===== config.mk =====
export PLATFORM = sky130hd
export DESIGN_NAME = divisor_count_sum_prime_unit
export DESIGN_NICKNAME = d
export VERILOG_FILES = /design/src/design/dcsp_pkg.sv /design/src/design/dcsp_datapath.sv /design/src/design/dcsp_controller.sv /design/src/design/divisor_count_sum_prime_unit.sv
export SDC_FILE = /design/constraint.sdc
export NUM_CORES = 1
export LEC_CHECK = 0
export ABC_AREA = 1
export ABC_CLOCK_PERIOD_IN_PS = 4650
export BUFFER_PORTS_ARGS = -buffer_cell sky130_fd_sc_hd__buf_2
export CAP_MARGIN = 0
export CORE_MARGIN = 1
export CORE_UTILIZATION = 30
export CTS_BUF_LIST = sky130_fd_sc_hd__clkbuf_2 sky130_fd_sc_hd__clkbuf_4 sky130_fd_sc_hd__clkbuf_8
export DETAILED_ROUTE_END_ITERATION = 8
export HOLD_SLACK_MARGIN = 0.05
export PLACE_DENSITY_LB_ADDON = 0.12
export SLEW_MARGIN = 15
export SYNTH_ARGS = -nofsm -noshare
export SYNTH_HDL_FRONTEND = slang
export SYNTH_HIERARCHICAL = 1
export SYNTH_SLANG_ARGS = --single-unit

===== constraint.sdc =====
create_clock -name clk -period 4.65 [get_ports clk]
set_clock_uncertainty 0.15 [all_clocks]
set_input_delay 0.2325 -clock clk [delete_from_list [all_inputs] [get_ports clk]]
set_output_delay 0.2325 -clock clk [all_outputs]
set_load 0.05 [all_outputs]

===== src/design/dcsp_pkg.sv =====
// Shared types and constants for the divisor count, sum and primality unit.
`timescale 1ns / 1ps

package dcsp_pkg;

	localparam int NUMBER_WIDTH_DEF = 32;
	localparam int COUNT_W = 11;
	localparam int SUM_W = 35;
	localparam logic [COUNT_W-1:0] COUNT_MAX = '1;
	localparam logic [SUM_W-1:0] SUM_MAX = '1;
	localparam int SMALLEST_PRIME = 2;

	typedef enum logic [1:0] {
		ST_IDLE,
		ST_DIV,
		ST_STEP,
		ST_DONE
	} state_t;

	typedef struct packed {
		logic load;
		logic div_step;
		logic accum;
		logic publish;
	} cmd_t;

	typedef struct packed {
		logic div_last;
		logic d_le_q;
	} status_t;

endpackage


===== src/design/dcsp_datapath.sv =====
// Datapath: serial restoring divider, trial divisor, accumulators and result registers.
`timescale 1ns / 1ps

module dcsp_datapath #(
	parameter int NUMBER_WIDTH = dcsp_pkg::NUMBER_WIDTH_DEF
) (
	input  logic                        clk,
	input  logic                        arst_n,
	input  dcsp_pkg::cmd_t              cmd,
	output dcsp_pkg::status_t           status,
	input  logic [NUMBER_WIDTH-1:0]     number,
	output logic [dcsp_pkg::COUNT_W-1:0] divisor_count,
	output logic [dcsp_pkg::SUM_W-1:0]   divisor_sum,
	output logic                        is_prime
);
	import dcsp_pkg::*;

	localparam int W = NUMBER_WIDTH;
	localparam int CW = $clog2(W);
	localparam int SW = ((W > SUM_W) ? W : SUM_W) + 2;

	logic [W-1:0]       n_q;
	logic [W-1:0]       d_q;
	logic [W-1:0]       rem_q;
	logic [W-1:0]       quo_q;
	logic [CW-1:0]      bit_q;
	logic [COUNT_W-1:0] count_q;
	logic [SUM_W-1:0]   sum_q;
	logic               small_q;
	logic               busy_q;

	logic [W:0]         rem_ext;
	logic               ge;
	logic [W:0]         rem_sub;
	logic               hit;
	logic               square;
	logic [COUNT_W:0]   count_tot;
	logic [SW-1:0]      sum_tot;
	logic [COUNT_W-1:0] count_next;
	logic [SUM_W-1:0]   sum_next;

	// one quotient bit per cycle while div_step is asserted
	assign rem_ext = {rem_q, quo_q[W-1]};
	assign ge      = rem_ext >= {1'b0, d_q};
	assign rem_sub = rem_ext - {1'b0, d_q};

	assign hit    = (rem_q == '0);
	assign square = (d_q == quo_q);

	assign count_tot = {1'b0, count_q} + (square ? (COUNT_W+1)'(1) : (COUNT_W+1)'(2));
	assign sum_tot   = SW'(sum_q) + SW'(d_q) + (square ? SW'(0) : SW'(quo_q));

	always_comb begin
		count_next = (count_tot > (COUNT_W+1)'(COUNT_MAX)) ? COUNT_MAX
			: count_tot[COUNT_W-1:0];
		sum_next = (sum_tot > SW'(SUM_MAX)) ? SUM_MAX : sum_tot[SUM_W-1:0];
	end

	assign status.div_last = (bit_q == CW'(W-1));
	assign status.d_le_q   = (d_q <= quo_q);

	always_ff @(posedge clk or negedge arst_n) begin
		if (!arst_n) begin
			busy_q <= 1'b0;
		end else if (cmd.load) begin
			busy_q <= 1'b1;
		end else if (cmd.publish) begin
			busy_q <= 1'b0;
		end
	end

	always_ff @(posedge clk) begin
		if (cmd.load) begin
			n_q     <= number;
			d_q     <= W'(1);
			rem_q   <= '0;
			quo_q   <= number;
			bit_q   <= '0;
			count_q <= '0;
			sum_q   <= '0;
			small_q <= 1'b0;
		end else if (cmd.div_step) begin
			rem_q <= ge ? rem_sub[W-1:0] : rem_ext[W-1:0];
			quo_q <= {quo_q[W-2:0], ge};
			bit_q <= bit_q + CW'(1);
		end else if (cmd.accum) begin
			if (hit) begin
				count_q <= count_next;
				sum_q   <= sum_next;
				if (d_q >= W'(SMALLEST_PRIME)) begin
					small_q <= 1'b1;
				end
			end
			// advance to the next trial divisor and restart the divider
			d_q   <= d_q + W'(1);
			rem_q <= '0;
			quo_q <= n_q;
			bit_q <= '0;
		end
	end

	always_ff @(posedge clk) begin
		if (cmd.publish && busy_q) begin
			divisor_count <= count_q;
			divisor_sum   <= sum_q;
			is_prime      <= (n_q >= W'(SMALLEST_PRIME)) && !small_q;
		end
	end

endmodule


===== src/design/dcsp_controller.sv =====
// Controller: state machine that sequences trial divisions and the result handshake.
`timescale 1ns / 1ps

module dcsp_controller (
	input  logic                clk,
	input  logic                arst_n,
	input  logic                in_valid,
	output logic                in_ready,
	output logic                out_valid,
	input  logic                out_ready,
	input  dcsp_pkg::status_t   status,
	output dcsp_pkg::cmd_t      cmd
);
	import dcsp_pkg::*;

	state_t state_q;
	state_t state_next;
	logic   out_valid_q;
	logic   out_free;

	assign out_free  = !out_valid_q || out_ready;
	assign out_valid = out_valid_q;

	always_comb begin
		state_next = state_q;
		case (state_q)
			ST_IDLE: begin
				if (in_valid) begin
					state_next = ST_DIV;
				end
			end
			ST_DIV: begin
				if (status.div_last) begin
					state_next = ST_STEP;
				end
			end
			ST_STEP: begin
				state_next = status.d_le_q ? ST_DIV : ST_DONE;
			end
			ST_DONE: begin
				if (out_free) begin
					state_next = ST_IDLE;
				end
			end
			default: begin
				state_next = ST_IDLE;
			end
		endcase
	end

	always_comb begin
		in_ready = 1'b0;
		cmd      = '0;
		case (state_q)
			ST_IDLE: begin
				in_ready = 1'b1;
				cmd.load = in_valid;
			end
			ST_DIV: begin
				cmd.div_step = 1'b1;
			end
			ST_STEP: begin
				cmd.accum = status.d_le_q;
			end
			ST_DONE: begin
				cmd.publish = out_free;
			end
			default: begin
				in_ready = 1'b0;
			end
		endcase
	end

	always_ff @(posedge clk or negedge arst_n) begin
		if (!arst_n) begin
			state_q     <= ST_IDLE;
			out_valid_q <= 1'b0;
		end else begin
			state_q <= state_next;
			if (cmd.publish) begin
				out_valid_q <= 1'b1;
			end else if (out_ready) begin
				out_valid_q <= 1'b0;
			end
		end
	end

endmodule


===== src/design/divisor_count_sum_prime_unit.sv =====
// Each trial divisor runs through the bit-serial divider, followed by an update in ST_STEP.
// One word at a time: the next word is taken once the result is registered.
// The output register holds a result while the next word is already in work.
// Reset (arst_n low, asynchronous) returns the controller to idle and drops out_valid.
`timescale 1ns / 1ps

module divisor_count_sum_prime_unit #(
	parameter int NUMBER_WIDTH = dcsp_pkg::NUMBER_WIDTH_DEF
) (
	input  logic                         clk,
	input  logic                         arst_n,
	input  logic                         in_valid,
	output logic                         in_ready,
	input  logic [NUMBER_WIDTH-1:0]      number,
	output logic                         out_valid,
	input  logic                         out_ready,
	output logic [dcsp_pkg::COUNT_W-1:0] divisor_count,
	output logic [dcsp_pkg::SUM_W-1:0]   divisor_sum,
	output logic                         is_prime
);
	import dcsp_pkg::*;

	cmd_t    cmd;
	status_t status;

	dcsp_controller u_ctrl (
		.clk       (clk),
		.arst_n    (arst_n),
		.in_valid  (in_valid),
		.in_ready  (in_ready),
		.out_valid (out_valid),
		.out_ready (out_ready),
		.status    (status),
		.cmd       (cmd)
	);

	dcsp_datapath #(
		.NUMBER_WIDTH (NUMBER_WIDTH)
	) u_dp (
		.clk           (clk),
		.arst_n        (arst_n),
		.cmd           (cmd),
		.status        (status),
		.number        (number),
		.divisor_count (divisor_count),
		.divisor_sum   (divisor_sum),
		.is_prime      (is_prime)
	);

endmodule


==> key figures, run 1 <==
Run status
  – Status: completed

Setup path
  – R2r endpoint: u_dp/sum_q[13]
  – Crit path arrival time: 4.82 ns
  – Crit path required time: 4.96 ns
  – Crit. End Element: register
  – R2r worst-path depth: 21
  – Critical Path Source Type: register
  – R2r startpoint: u_dp/quo_q[28]
  – Crit path kind: register to register
  – R2R Setup Slk: 0.15 ns
  – Crit Path Max Fanout: 7

Route
  – Routed Antenna Nets: 0
  – Starting DRT DRC Count: 1177
  – Drt drc: 0
  – DR vias: 15500
  – WL/cell: 18.7 microns
  – Drt first pass iters: 5
  – Via density: 4.88
  – Final WL: 59.6 mm

Clocking
  – Clk_lat worst skew: 0.63 ns
  – CTS Sinks: 231
  – CTS tree: done
  – Bufs on Longest Clock Path: 3
  – Root buffer cell: clkbuf_8
  – Clk slew on worst S/H paths: 0.06 ns
  – CTS buffer count: 45
  – H-tree depth: 2

Layout
  – Layout cells sized above 1: 0.168
  – Most frequent cells in the layout: nand2_1 (534), inv_1 (308), nor2_1 (228)
  – Commonest non-fill, non-tap cell in the layout: nand2_1
  – Layout area overhead: 24.4%
  – Finished Layout Cells: 3179
  – Final nets: 2627
  – Filler Cell Count: 5636

Floorplanning
  – Die width: 233 microns
  – Full die area: 54400 sq um
  – DIE HEIGHT: 233 microns
  – FP Rows: 84
  – Io pins: 85
  – Initial Utilization: 0.305
  – CORE AREA: 52700 sq um

Global route
  – Vias in the first global route: 14600
  – First-pass GRT wire length: 89.3 mm
  – Total GRT Usage: 0.218
  – GRT overflow: 0
  – Largest net degree at the start of global routing: 67
  – Initial antenna violation count: 1

Yosys
  – Gate Count Post-Synth: 2189
  – Asr flop ratio synth: 0.0173
  – Synth warnings: 6
  – Average size of a mapped cell: 7.33 sq um
  – Synth Flop Type: dfxtp_1
  – Syn Std Cell Area: 16000 sq um
  – Post-synth EDFFs: 111
  – Post-synthesis sequential area ratio: 0.359
  – Mapped Nets: 2362
  – Synth cell types: 54
  – Number of synthesized register bits: 231

Hold path
  – Hold path start: number[29]
  – Hold Path End: u_dp/n_q[29]
  – HP Class: input port to register
  – Worst hold stages: 2

STA
  – Endpoints failing hold: 0
  – Relative slew slack: 0.233
  – Worst slew pin tran: 1.15 ns
  – Period utilization: 0.968
  – Unrepaired setup endpoints after global routing: true
  – F_max: 0.222 GHz
  – Post-layout min period: 4.50 ns
  – Final setup viols: 0
  – Post-route setup TNS: 0 ns
  – Final Max Slew Viols: 0

Pwr
  – Peak VDD IR: 683 uV
  – Cell Pwr Density: 611 nW/um^2
  – Leak: 9.47 nW

Flow run
  – Max cap viols: 0

Placement
  – Dpl cells: 3047
  – Number of port buffers: 84
  – RD Place Congestion: 0.934
  – HPWL Detailed: 47.3 mm
-- synth_stat cells, types with 8 or more instances --
library cell    n  area, sq um
nand2_1       539         2020
inv_1         314         1180
nor2_1        237          890
a21oi_1       189          946
nand3_1       135          676
dfxtp_1       116         2320
edfxtp_1      111         3330
ha_1          102         1280
o21ai_0        92          460
nand4_1        72          450
xor2_1         38          333
fa_1           35          701
clkbuf_1       27          101
nor3_1         22          110
nor4_1         22          138
xnor2_1        14          123
buf_1          12         45.0
nand2_2         8         50.1
-- state kept, by name (all words and copies together), names as in the netlist, 11 cells and up --
signal              cells
u_dp/divisor_count     11
u_dp/d_q               32
u_dp/rem_q             32
u_dp/n_q               32
u_dp/sum_q             35
u_dp/quo_q             32
u_dp/divisor_sum       35
u_dp/count_q           11
-- report_power, final --
group	switching [mW]	internal, mW	total, mW
combinational	4.74	2.19	6.93
sequential	0.279	2.67	2.95
clock	0.941	1.35	2.29
total	5.96	6.21	12.2
-- critical path: stages (launching register included) --
cell and delay, ns:
edfxtp_1 0.34, inv_1 0.08, ha_1 0.28, nand2_1 0.06, nor2_2 0.13, nand4_1 0.21, nor4_4 0.39, nand2_1 0.13
inv_2 0.14, buf_12 0.13, buf_4 0.11, nor2_1 0.10, fa_1 0.56, ha_4 0.23, a21oi_2 0.22, nand2_1 0.11
buf_4 0.15, nand3_1 0.05, nand2_1 0.11, a21o_1 0.27, xnor2_1 0.29, a21oi_1 0.11
-- how the worst max path moves through the flow --
stage | from | endpoint | slack, ns | cells after the start
4_1_cts | u_dp/quo_q[31] | u_dp/sum_q[34] | 0.09 | 24
5_1_grt | u_dp/quo_q[30] | u_dp/sum_q[34] | -0.09 | 24
3_5_place_dp | u_dp/quo_q[31] | u_dp/sum_q[30] | -0.09 | 23
3_3_place_gp | u_dp/quo_q[31] | u_dp/sum_q[30] | -0.04 | 23
6_report | u_dp/quo_q[28] | u_dp/sum_q[13] | 0.15 | 21
2_1_floorplan | u_dp/quo_q[31] | u_dp/sum_q[10] | 0.65 | 24
-- routing by layer --
layer,share of wire,global-route usage,vias to the layer above
met2,0.43,0.332,392
li1,-,-,7747
met4,0.016,0.0478,0
met3,0.051,0.0299,57
met1,0.50,0.323,7317
met5,0,0,-
-- through the flow --
stage | instance area (sq um) | worst slack (ns) | total power, mW | hold WS, ns | utilization
CTS | 19500 | 0.0878 | 12.0 | 0.127 | 0.370
global route | 19900 | -0.0934 | 13.2 | 0.164 | 0.379
finish | 19900 | 0.149 | 12.2 | 0.188 | 0.379
floorplan | 16000 | 0.649 | 7.32 | -0.213 | -
detailed placement | 18100 | -0.0906 | 9.66 | -0.105 | 0.344
global placement | 18100 | -0.0412 | 9.65 | -0.108 | 0.344
-- final cells by class --
type,instances,area (sq um),share of cell area
Antenna cell,1,2.50,0.000125
Clock buffer,68,817,0.0410
Clock inverter,15,186,0.00935
Inverter,323,1230,0.0615
Multi-Input combinational cell,1585,9160,0.459
Sequential cell,231,5760,0.289
Tap cell,688,861,0.0432
Timing Repair Buffer,267,1930,0.0967
Timing Repair inverter,1,8.76,0.000439
-- cell families after synthesis --
family,after synthesis,share of synthesized area
simple gates,1079,0.295
buf+inv,373,0.0901
compound gates,317,0.104
flops,231,0.359
fa+ha+maj,137,0.123
xor+xnor,52,0.0284
-- what timing repair did --
item	in CTS	in global routing
setup buffers	0	10
setup endpoints to repair	3	35
gates resized for setup	1	88
cloned	0	2
hold endpoints to repair	72	0
hold buffers	36	0
pin swaps	0	13
Power figures use the tool's default switching activity.
==> run 2: changes to the inputs <==
--- a/config.mk
+++ b/config.mk
@@ -10,9 +10,10 @@
 export BUFFER_PORTS_ARGS = -buffer_cell sky130_fd_sc_hd__buf_2
 export CAP_MARGIN = 0
 export CORE_MARGIN = 1
-export CORE_UTILIZATION = 30
+export CORE_UTILIZATION = 58
 export CTS_BUF_LIST = sky130_fd_sc_hd__clkbuf_2 sky130_fd_sc_hd__clkbuf_4 sky130_fd_sc_hd__clkbuf_8
 export DETAILED_ROUTE_END_ITERATION = 8
+export GPL_TIMING_DRIVEN = 0
 export HOLD_SLACK_MARGIN = 0.05
 export PLACE_DENSITY_LB_ADDON = 0.12
 export SLEW_MARGIN = 15
==> key figures, run 2 (same netlist as run 1, synthesis figures left out) <==
Placement
  – RD Place Congestion: 0.966
  – Number of port buffers: 84
  – HPWL Detailed: 41.4 mm
  – Dpl cells: 2616

Clocking
  – CTS Sinks: 231
  – Bufs on Longest Clock Path: 3
  – CTS buffer count: 41
  – H-tree depth: 2
  – Clk_lat worst skew: 0.58 ns
  – Clk slew on worst S/H paths: 0.07 ns
  – Root buffer cell: clkbuf_8
  – CTS tree: done

Floorplanning
  – DIE HEIGHT: 168 microns
  – Initial Utilization: 0.594
  – Full die area: 28300 sq um
  – FP Rows: 60
  – Die width: 168 microns
  – CORE AREA: 27000 sq um
  – Io pins: 85

Setup path
  – R2r endpoint: u_dp/sum_q[8]
  – Crit path arrival time: 4.74 ns
  – R2r worst-path depth: 20
  – Crit. End Element: register
  – Crit Path Max Fanout: 11
  – Worst path bufs/invs: 6
  – Delay-heaviest family, CP: adder cells
  – Crit path largest cell delay: 0.55 ns
  – R2r startpoint: u_dp/d_q[0]
  – Crit path kind: register to register
  – Critical Path Source Type: register
  – Crit path required time: 4.93 ns
  – Crit path max-delay cell type: dfxtp_1
  – Worst path cell trace: inv_1, ha_1, nand2_1, nor4_2, nand2_2, inv_1, buf_4, nor2_1, fa_1, ha_1, a21oi_2, o21ai_1, nand2_1, o21ai_2, nor3_4, buf_4, nand2_4, inv_8, buf_6, a21oi_1
  – R2R Setup Slk: 0.20 ns

Global route
  – Largest net degree at the start of global routing: 41
  – Vias in the first global route: 15100
  – Initial antenna violation count: 1
  – GRT overflow: 0
  – Total GRT Usage: 0.396
  – First-pass GRT wire length: 85.3 mm

Layout
  – Filler Cell Count: 2193
  – Layout area overhead: 15.5%
  – Layout cells sized above 1: 0.114
  – Biggest regs: u_dp/divisor_sum x35, u_dp/sum_q x35
  – Most frequent cells in the layout: nand2_1 (537), inv_1 (311), nor2_1 (229)
  – Finished Layout Cells: 2741
  – Final nets: 2539
  – Commonest non-fill, non-tap cell in the layout: nand2_1

STA
  – Post-layout min period: 4.45 ns
  – Period utilization: 0.958
  – Relative slew slack: 0.372
  – Unrepaired setup endpoints after global routing: true
  – Final Max Slew Viols: 0
  – Final setup viols: 0
  – Endpoints failing hold: 0
  – Worst slew pin tran: 0.942 ns
  – F_max: 0.224 GHz

Pwr
  – Leak: 8.83 nW
  – Total power: 11.9 mW
  – Cell Pwr Density: 644 nW/um^2
  – Peak VDD IR: 493 uV

Flow run
  – Max cap viols: 0

Hold path
  – Hold path start: number[14]
  – Worst hold stages: 2
  – HP Class: input port to register
  – Hold Path End: u_dp/n_q[14]

Route
  – Via density: 5.95
  – Starting DRT DRC Count: 2223
  – Final WL: 55.8 mm
  – DR vias: 16300
  – Drt drc: 0
  – WL/cell: 20.4 microns
  – Drt first pass iters: 6
  – Routed Antenna Nets: 0

Run status
  – Status: completed
## run 2: final cells by class
class / count / area, sq um / area share
clock inverter: 21 / 258 / 0.0139
antenna: 1 / 2.50 / 0.000135
buffer: 50 / 238 / 0.0128
tap: 341 / 427 / 0.0230
multi-input combinational: 1585 / 9030 / 0.487
inverter: 323 / 1230 / 0.0662
timing repair buffer: 133 / 898 / 0.0485
clock buffer: 55 / 688 / 0.0371
timing repair inverter: 1 / 7.51 / 0.000405
sequential: 231 / 5760 / 0.311
## run 2: what timing repair did
item	CTS	global route
pin swaps	3	5
hold endpoints to repair	85	0
setup buffers	7	4
gates cloned	0	1
endpoints found under the setup margin	35	72
resized for setup	12	51
hold buffers	36	0
## run 2: through the flow
stage / setup WS [ns] / hold slack [ns] / util / TNS, ns / cell area [sq um]
final: 0.195 / 0.237 / 0.686 / 0 / 18500
after global routing: -0.0184 / 0.228 / 0.685 / -0.0238 / 18500
after CTS: 0.0234 / 0.222 / 0.678 / 0 / 18300
after global placement: -0.617 / -0.111 / 0.625 / -26.25 / 16900
after detailed placement: -0.680 / -0.106 / 0.627 / -19.97 / 16900
after floorplan: 0.649 / -0.213 / - / 0 / 16000
## run 2: worst max-delay path by stage
stage	startpoint	to	slack (ns)	cells after the start
floorplan	u_dp/quo_q[31]	u_dp/sum_q[10]	0.65	24
global placement	u_dp/d_q[0]	u_dp/sum_q[15]	-0.62	20
detailed placement	u_dp/d_q[0]	u_dp/sum_q[17]	-0.68	20
CTS	u_dp/quo_q[31]	u_dp/sum_q[8]	0.02	24
global route	u_dp/quo_q[11]	u_dp/sum_q[8]	-0.02	23
finish	u_dp/d_q[0]	u_dp/sum_q[8]	0.20	20
## run 2: report_power, final
group | switching, mW | internal, mW
registers | 0.305 | 2.67
logic | 4.83 | 1.93
clock network | 0.942 | 1.26
total | 6.08 | 5.86
## run 2: metal layers
layer  track usage  routed length [microns]  vias up
met2         0.561                    22000     1070
met1         0.578                    24400     7466
li1              -                        -     7585
met5             0                        0        -
met3        0.0966                     7050      175
met4         0.154                     2320        0
